`config.mk`:
```
export PLATFORM = sky130hd
export DESIGN_NAME = primitive_direction_reducer
export DESIGN_NICKNAME = d
export VERILOG_FILES = /design/src/rtl/core/pdr_pkg.sv /design/src/rtl/core/pdr_front.sv /design/src/rtl/core/pdr_back.sv /design/src/rtl/core/primitive_direction_reducer.sv
export SDC_FILE = /design/constraint.sdc
export NUM_CORES = 2
export LEC_CHECK = 0
export ABC_CLOCK_PERIOD_IN_PS = 14100
export BUFFER_PORTS_ARGS = -buffer_cell sky130_fd_sc_hd__buf_2
export CAP_MARGIN = 15
export CORE_AREA = 2 2 586 355
export DETAILED_ROUTE_END_ITERATION = 8
export DIE_AREA = 0 0 588 357
export GPL_TIMING_DRIVEN = 0
export PLACE_DENSITY_LB_ADDON = 0.1
export RECOVER_POWER = 25
export SKIP_LAST_GASP = 1
export SLEW_MARGIN = 20
export SYNTH_ARGS = -nofsm -noshare
export SYNTH_HDL_FRONTEND = slang
export SYNTH_SLANG_ARGS = --single-unit
```
`constraint.sdc`:
```
create_clock -name clk -period 14.1 [get_ports clk]
set_input_delay 1.41 -clock clk [delete_from_list [all_inputs] [get_ports clk]]
set_output_delay 1.41 -clock clk [all_outputs]
set_load 0.02 [all_outputs]
```
`src/rtl/core/pdr_pkg.sv`:
```
// Shared types and constants for the primitive direction reducer.
package pdr_pkg;
	localparam int COORD_WIDTH = 64;
	localparam int MAG_WIDTH = COORD_WIDTH - 1;
	localparam int STEP_WIDTH = $clog2(MAG_WIDTH + 1);

	typedef enum logic [1:0] {
		ST_OK = 2'd0,
		ST_ZERO = 2'd1,
		ST_OVERFLOW = 2'd2
	} status_t;

	// One classified request passed from the front to the back.
	typedef struct packed {
		logic [MAG_WIDTH-1:0] mag_x;
		logic [MAG_WIDTH-1:0] mag_y;
		logic [MAG_WIDTH-1:0] mag_z;
		logic neg_x;
		logic neg_y;
		logic neg_z;
		status_t status;
	} job_t;

	typedef enum logic [2:0] {
		BK_IDLE,
		BK_GCD,
		BK_DIV,
		BK_OUT
	} back_state_t;

	// Sign extend the low COORD_WIDTH bits of a 64-bit input.
	function automatic logic signed [COORD_WIDTH:0] sext(input logic [63:0] v);
		return {v[COORD_WIDTH-1], v[COORD_WIDTH-1:0]};
	endfunction
endpackage

```
`src/rtl/core/pdr_front.sv`:
```
// Front part: offsets, magnitudes and error classification.
module pdr_front (
	input  logic clk,
	input  logic arst_n,
	input  logic [63:0] first_x,
	input  logic [63:0] first_y,
	input  logic [63:0] first_z,
	input  logic [63:0] second_x,
	input  logic [63:0] second_y,
	input  logic [63:0] second_z,
	input  logic push,
	output logic full,
	output logic job_valid,
	output pdr_pkg::job_t job,
	input  logic job_take
);
	logic signed [pdr_pkg::COORD_WIDTH:0] dx, dy, dz;
	logic [pdr_pkg::COORD_WIDTH:0] ax, ay, az;
	logic ovf;
	pdr_pkg::job_t job_q;
	logic valid_q;

	always_comb begin
		dx = pdr_pkg::sext(second_x) - pdr_pkg::sext(first_x);
		dy = pdr_pkg::sext(second_y) - pdr_pkg::sext(first_y);
		dz = pdr_pkg::sext(second_z) - pdr_pkg::sext(first_z);
		ax = dx[pdr_pkg::COORD_WIDTH] ? -dx : dx;
		ay = dy[pdr_pkg::COORD_WIDTH] ? -dy : dy;
		az = dz[pdr_pkg::COORD_WIDTH] ? -dz : dz;
		// A magnitude needs to fit in COORD_WIDTH-1 bits.
		ovf = (ax[pdr_pkg::COORD_WIDTH:pdr_pkg::MAG_WIDTH] != '0)
			|| (ay[pdr_pkg::COORD_WIDTH:pdr_pkg::MAG_WIDTH] != '0)
			|| (az[pdr_pkg::COORD_WIDTH:pdr_pkg::MAG_WIDTH] != '0);
	end

	assign full = valid_q && !job_take;
	assign job_valid = valid_q;
	assign job = job_q;

	always_ff @(posedge clk or negedge arst_n) begin
		if (!arst_n) begin
			valid_q <= 1'b0;
		end else if (push && !full) begin
			valid_q <= 1'b1;
		end else if (job_take) begin
			valid_q <= 1'b0;
		end
	end

	always_ff @(posedge clk) begin
		if (push && !full) begin
			job_q.mag_x <= ax[pdr_pkg::MAG_WIDTH-1:0];
			job_q.mag_y <= ay[pdr_pkg::MAG_WIDTH-1:0];
			job_q.mag_z <= az[pdr_pkg::MAG_WIDTH-1:0];
			job_q.neg_x <= dx[pdr_pkg::COORD_WIDTH];
			job_q.neg_y <= dy[pdr_pkg::COORD_WIDTH];
			job_q.neg_z <= dz[pdr_pkg::COORD_WIDTH];
			if (ovf) begin
				job_q.status <= pdr_pkg::ST_OVERFLOW;
			end else if (ax == '0 && ay == '0 && az == '0) begin
				job_q.status <= pdr_pkg::ST_ZERO;
			end else begin
				job_q.status <= pdr_pkg::ST_OK;
			end
		end
	end
endmodule

```
`src/rtl/core/pdr_back.sv`:
```
// Back part: iterative gcd, three restoring divisions and the result register.
module pdr_back (
	input  logic clk,
	input  logic arst_n,
	input  logic job_valid,
	input  pdr_pkg::job_t job,
	output logic job_take,
	output logic [63:0] dir_x,
	output logic [63:0] dir_y,
	output logic [63:0] dir_z,
	output logic [62:0] common_divisor,
	output logic [1:0] status,
	output logic empty,
	input  logic pop
);
	localparam int MW = pdr_pkg::MAG_WIDTH;
	localparam int CW = pdr_pkg::COORD_WIDTH;
	localparam int STEPW = pdr_pkg::STEP_WIDTH;

	pdr_pkg::back_state_t state_q, state_d;
	logic [MW-1:0] a_q, b_q, g_q;
	logic [MW-1:0] m_q [3];
	logic [MW-1:0] quo_q [3];
	logic [MW:0] rem_q [3];
	logic [2:0] neg_q;
	logic [1:0] pass_q;
	logic [STEPW-1:0] cnt_q;
	logic [STEPW-1:0] k_q;
	pdr_pkg::job_t job_q;
	logic [MW-1:0] lesser, greater;
	logic [MW:0] trial [3];
	logic out_full_q;

	// Helpers for one binary gcd step over a_q, b_q (a zero operand takes the other) and the divider trial subtractions.
	always_comb begin
		lesser = (a_q < b_q) ? a_q : b_q;
		greater = (a_q < b_q) ? b_q : a_q;
		for (int i = 0; i < 3; i++) begin
			trial[i] = {rem_q[i][MW-1:0], m_q[i][MW-1]} - {1'b0, g_q};
		end
	end

	always_comb begin
		state_d = state_q;
		job_take = 1'b0;
		unique case (state_q)
			pdr_pkg::BK_IDLE: begin
				if (job_valid) begin
					job_take = 1'b1;
					state_d = (job.status == pdr_pkg::ST_OK) ? pdr_pkg::BK_GCD
						: pdr_pkg::BK_OUT;
				end
			end
			pdr_pkg::BK_GCD: begin
				if (pass_q == 2'd2 && (a_q == '0 || b_q == '0)) begin
					state_d = pdr_pkg::BK_DIV;
				end
			end
			pdr_pkg::BK_DIV: begin
				if (cnt_q == STEPW'(MW - 1)) begin
					state_d = pdr_pkg::BK_OUT;
				end
			end
			pdr_pkg::BK_OUT: begin
				if (!out_full_q) begin
					state_d = pdr_pkg::BK_IDLE;
				end
			end
			default: state_d = pdr_pkg::BK_IDLE;
		endcase
	end

	always_ff @(posedge clk or negedge arst_n) begin
		if (!arst_n) begin
			state_q <= pdr_pkg::BK_IDLE;
			out_full_q <= 1'b0;
		end else begin
			state_q <= state_d;
			if (state_q == pdr_pkg::BK_OUT && !out_full_q) begin
				out_full_q <= 1'b1;
			end else if (pop) begin
				out_full_q <= 1'b0;
			end
		end
	end

	// Gcd runs pairwise: first (x, y), then (result, z). Each step either
	// strips a common factor of two, a lone factor of two, or subtracts; a zero operand ends the pass.
	always_ff @(posedge clk) begin
		unique case (state_q)
			pdr_pkg::BK_IDLE: begin
				job_q <= job;
				m_q[0] <= job.mag_x;
				m_q[1] <= job.mag_y;
				m_q[2] <= job.mag_z;
				neg_q <= {job.neg_z, job.neg_y, job.neg_x};
				a_q <= job.mag_x;
				b_q <= job.mag_y;
				k_q <= '0;
				pass_q <= 2'd1;
			end
			pdr_pkg::BK_GCD: begin
				if (a_q == '0 || b_q == '0) begin
					g_q <= (greater << k_q);
					if (pass_q == 2'd1) begin
						a_q <= greater << k_q;
						b_q <= m_q[2];
						k_q <= '0;
						pass_q <= 2'd2;
					end
					cnt_q <= '0;
					for (int i = 0; i < 3; i++) begin
						rem_q[i] <= '0;
						quo_q[i] <= '0;
					end
				end else if (!a_q[0] && !b_q[0]) begin
					a_q <= a_q >> 1;
					b_q <= b_q >> 1;
					k_q <= k_q + STEPW'(1);
				end else if (!a_q[0]) begin
					a_q <= a_q >> 1;
				end else if (!b_q[0]) begin
					b_q <= b_q >> 1;
				end else begin
					a_q <= lesser;
					b_q <= greater - lesser;
				end
			end
			pdr_pkg::BK_DIV: begin
				cnt_q <= cnt_q + STEPW'(1);
				for (int i = 0; i < 3; i++) begin
					m_q[i] <= m_q[i] << 1;
					if (!trial[i][MW]) begin
						rem_q[i] <= trial[i];
						quo_q[i] <= {quo_q[i][MW-2:0], 1'b1};
					end else begin
						rem_q[i] <= {rem_q[i][MW-1:0], m_q[i][MW-1]};
						quo_q[i] <= {quo_q[i][MW-2:0], 1'b0};
					end
				end
			end
			pdr_pkg::BK_OUT: begin
				if (!out_full_q) begin
					status <= job_q.status;
					if (job_q.status == pdr_pkg::ST_OK) begin
						dir_x <= 64'(neg_q[0] ? -{1'b0, quo_q[0]} : {1'b0, quo_q[0]});
						dir_y <= 64'(neg_q[1] ? -{1'b0, quo_q[1]} : {1'b0, quo_q[1]});
						dir_z <= 64'(neg_q[2] ? -{1'b0, quo_q[2]} : {1'b0, quo_q[2]});
						common_divisor <= 63'(g_q);
					end else begin
						dir_x <= '0;
						dir_y <= '0;
						dir_z <= '0;
						common_divisor <= '0;
					end
				end
			end
			default: ;
		endcase
	end

	assign empty = !out_full_q;
endmodule

```
`src/rtl/core/primitive_direction_reducer.sv`:
```
// Top level of the primitive direction reducer.
// Each request takes the offset of two 3D positions, finds the gcd of the
// component magnitudes with a binary shift-subtract unit and divides each
// component by it in three restoring dividers working side by side. The
// front stage classifies one request and holds it while the back unit
// works; the back unit takes the request, runs binary gcd steps over the
// two pairwise passes with a closing step at the end of each pass, runs
// the divide steps and registers the result, so the gcd loop and the
// divide set the time. Errors skip both loops and go from taking the
// request straight to registering the result. A finished result waits in
// the output register while the next request is taken; a new result is
// registered only once the previous one has been popped.
module primitive_direction_reducer (
	input  logic clk,
	input  logic arst_n,
	input  logic [63:0] first_x,
	input  logic [63:0] first_y,
	input  logic [63:0] first_z,
	input  logic [63:0] second_x,
	input  logic [63:0] second_y,
	input  logic [63:0] second_z,
	input  logic push,
	output logic full,
	output logic [63:0] dir_x,
	output logic [63:0] dir_y,
	output logic [63:0] dir_z,
	output logic [62:0] common_divisor,
	output logic [1:0] status,
	output logic empty,
	input  logic pop
);
	logic job_valid, job_take;
	pdr_pkg::job_t job;

	pdr_front u_front (
		.clk, .arst_n, .first_x, .first_y, .first_z,
		.second_x, .second_y, .second_z, .push, .full,
		.job_valid, .job, .job_take
	);

	pdr_back u_back (
		.clk, .arst_n, .job_valid, .job, .job_take,
		.dir_x, .dir_y, .dir_z, .common_divisor, .status, .empty, .pop
	);

	a_take_valid: assert property (@(posedge clk) disable iff (!arst_n)
		job_take |-> job_valid) else $error("job taken while none held");
	a_ok_nonzero: assert property (@(posedge clk) disable iff (!arst_n)
		(!empty && status == pdr_pkg::ST_OK) |-> common_divisor != '0)
		else $error("ok result with zero divisor");
	a_err_zero: assert property (@(posedge clk) disable iff (!arst_n)
		(!empty && status != pdr_pkg::ST_OK) |-> (common_divisor == '0 && dir_x == '0))
		else $error("error result not cleared");
endmodule
```
==> results.json <==
{
  "status": "finished, violations left",
  "failed_checks": "capacitance limit, slew limit",
  "ys_top_cells_by_count": "edfxtp_1, nor2_1, a21oi_1, nand2_1, o21ai_0",
  "required_ns": 14.71,
  "antenna_found_initial": 40,
  "hp-class": "primary input to async pin",
  "drtPass1Iterations": 9,
  "yosysSeqAreaShare_pct": 40.3,
  "grt_pass1_wl_um": 540000,
  "syn_inst": 9922,
  "synth-simple-area-share_pct": 17.7,
  "ys_warn_count": 0,
  "viasPerCell": 6.28,
  "layout-drive-gt1-share_pct": 10.1,
  "place.gp.congestion": 1.06,
  "clk_path_buf_depth": 3,
  "portBuffers": 646,
  "maxSlewHeadroom_pct": -32.1,
  "critPathKind": "flop to flop",
  "cp.buffers_inverters": 8,
  "io_pins": 647,
  "clock_sinks": 1230,
  "fp-row-count": 129,
  "post_drt_wl_per_cell_um": 28.0,
  "synth_top_family_by_area": "compound AO/OA/AOI/OAI gates",
  "synth_top_flop_cell": "edfxtp_1",
  "setup_viol": 0,
  "clk_latency_ns": 0.82,
  "ctsHoldBuffers": 0,
  "drtIter0Drc": 11700,
  "synthDistinctLibCells": 97,
  "grt_max_degree": 59,
  "drt-total-wl_um": 381000,
  "powerDensity_nw_per_um2": 270,
  "stdcell_area_um2": 103000,
  "num-fill-cells": 19300,
  "synth_compound_area_share_pct": 19.4,
  "cp_common_cell": "clkbuf_1",
  "dr_total_vias": 85300,
  "die_h_um": 357,
  "finalClockSkew_ns": 0.0610,
  "async_flop_share_pct": 0.325,
  "synth.top_cell.area_share_pct": 40.2,
  "synth_area_leaders": "edfxtp_1, ha_1, a21oi_1",
  "clk_pin_slew_ns": 0.07,
  "grt_overflow_total": 0,
  "peakVddDrop_mv": 0.157,
  "cts_root_buf": "clkbuf_16",
  "core_area_um2": 205000,
  "crit_chain": "ha_1 > clkbuf_1 > nand4_1 > nor2_1 > and3_1 > clkbuf_1 > o211ai_1 > buf_6 > nand2_1 > clkbuf_1 > clkbuf_1 > clkbuf_1 > clkbuf_1 > clkbuf_1 > a21oi_1 > mux2i_1 > mux2i_1 > mux2i_1 > mux2i_1 > mux2_2 > o22ai_1 > nand2_1 > o211ai_1",
  "ys_seq_elements": 1230,
  "fin_ws_ns": 2.71,
  "worst_setup_path_end_kind": "flop",
  "dpl.hpwl_um": 311000,
  "dieArea_um2": 210000,
  "slew_viol_final": 236,
  "cts_resized": 0,
  "synth_most_common_cell": "edfxtp_1",
  "syn2layout_area_growth_pct": 12.5,
  "synth_area_per_cell_um2": 9.22,
  "crit_path_start_kind": "flop",
  "cp_top_family": "buffers and inverters",
  "slowest_delay_ns": 1.00,
  "post-cts-setup-buffers": 0,
  "drcViolationCount": 0,
  "fin_crit_sh_pct": 80.8,
  "track_usage_pct": 34.9,
  "rsz0062_at_grt": "false",
  "yosys.area.top_type": "edfxtp_1",
  "detail-route-antenna-nets": 0,
  "start_util_pct": 44.7,
  "synthAdderAreaFrac_pct": 6.40,
  "htree_levels": 3,
  "critical_path_arrival_ns": 12.00,
  "placedInstanceArea_um2": 99200,
  "crit_path_top_delay_cell": "clkbuf_1",
  "numCtsBuffers": 118,
  "grt_pass1_vias": 77100,
  "period_needed_ns": 11.39,
  "synth_mux_area_share_pct": 5.42,
  "max_freq_mhz": 87.8,
  "worstMarginPinSlew_ns": 1.98,
  "cts_tree": "built",
  "rrSetupSlack_ns": 2.71,
  "syn_area_um2": 91500,
  "synth_fp_nets": 10800,
  "hold_violations": 0,
  "dieWidth_um": 588,
  "synth_xor_area_share_pct": 6.53,
  "synth_edf_count": 1225,
  "pre_cts_ws_ns": 3.63,
  "max_cap_violations": 9,
  "nNetsFinal": 11600,
  "crit_path_max_fanout": 10,
  "p_leak_nw": 40.4
}
[area by class of cell]
type                       count  area [um2]  share of cell area, %
timing repair buffer         687        3680                   3.58
multi-input combinational   7657       50900                   49.4
clock buffer                 134        3010                   2.93
sequential                  1230       36900                   35.9
buffer                       513        1950                   1.90
inverter                     522        1960                   1.90
antenna                       10        25.0                 0.0243
clock inverter                86        1050                   1.02
tap                         2751        3440                   3.34
[worst paths after layout]
check	startpoint	to	cells past startpoint
setup / recovery	u_back.a_q[58]	u_back.a_q[40]	23
hold / removal	arst_n	u_back.state_q[1]	1
setup reg to reg	u_back.a_q[58]	u_back.a_q[40]	23
hold reg to reg	u_front.job[4]	u_back.neg_q[0]	0
max in group asynchronous	arst_n	u_back.state_q[0]	1
min in group clk	u_front.job[4]	u_back.neg_q[0]	0
[layer usage]
metal,global-route usage (%),routed length [um],part of all wire [%],vias to the layer above
met5,1.63,796,0.21,-
li1,-,-,-,38400
met3,15.6,57500,15,351
met4,5.74,5890,1.5,20
met1,54.9,182000,48,41800
met2,42.5,134000,35,4652
[cell usage in the layout (no fill, tap or decap), types with 49 or more instances in the layout]
cell type  Yosys  final
edfxtp_1    1225   1225
nor2_1       883    882
a21oi_1      829    828
nand2_1      816    814
clkbuf_1     466    598
o21ai_0      544    539
buf_2          1    533
inv_1        517    517
ha_1         458    458
xor2_1       350    348
xnor2_1      332    324
a21o_1       265    265
mux2i_1      260    259
and2_1       261    254
nand3_1      209    209
mux2_2       207    207
nor3_1       189    188
or3_1        149    149
nand4_1      134    134
o31ai_1      126    126
clkbuf_16      0    118
a31oi_1      114    114
o211ai_1     106    106
nor4_1       108    102
a211oi_1      98     98
and3_1        95     95
nand2b_1      94     94
o21a_1        81     81
nor2b_1       78     77
or4_1         71     71
o21bai_1      68     68
a21boi_0      66     66
or2_2         49     49
[stage by stage]
stage | utilization (%) | TNS, ns | hold slack (ns) | std cells | total power, mW
final | 50.3 | 0 | 0.429 | 13600 | 27.8
after global routing | 50.3 | 0 | 0.428 | 13600 | 28.9
after CTS | 50.5 | 0 | 0.374 | 13600 | 27.0
after detailed placement | 48.5 | 0 | 0.425 | 13400 | 23.5
after global placement | 48.0 | -1292.34 | 0.404 | 13300 | 23.7
after floorplan | - | 0 | 0.400 | 9922 | 17.3
[cells by family after synthesis]
family | after synthesis
AOI/OAI and AO/OA | 2768
xor gates and xnor gates | 682
adders and majority gates | 464
buffers and inverters | 1035
DFF | 1230
muxes | 468
and+or+nand+nor | 3275
[where the power goes]
group / switching (mW) / internal (mW) / leakage (nW)
clock: 1.57 / 1.87 / 1.98
sequential: 1.54 / 6.33 / 11.8
combinational: 11.4 / 5.10 / 26.6
[sequential cells by signal (all words and copies together) (netlist names), 63 cells and up]
signal,flops
u_back.a_q,63
u_back.dir_x,64
u_back.b_q,63
u_back.common_divisor,63
u_front.job,194
u_back.quo_q,189
u_back.dir_z,64
u_back.m_q,189
u_back.g_q,63
u_back.dir_y,64
u_back.rem_q,189
(Power assumes the default switching activity.)
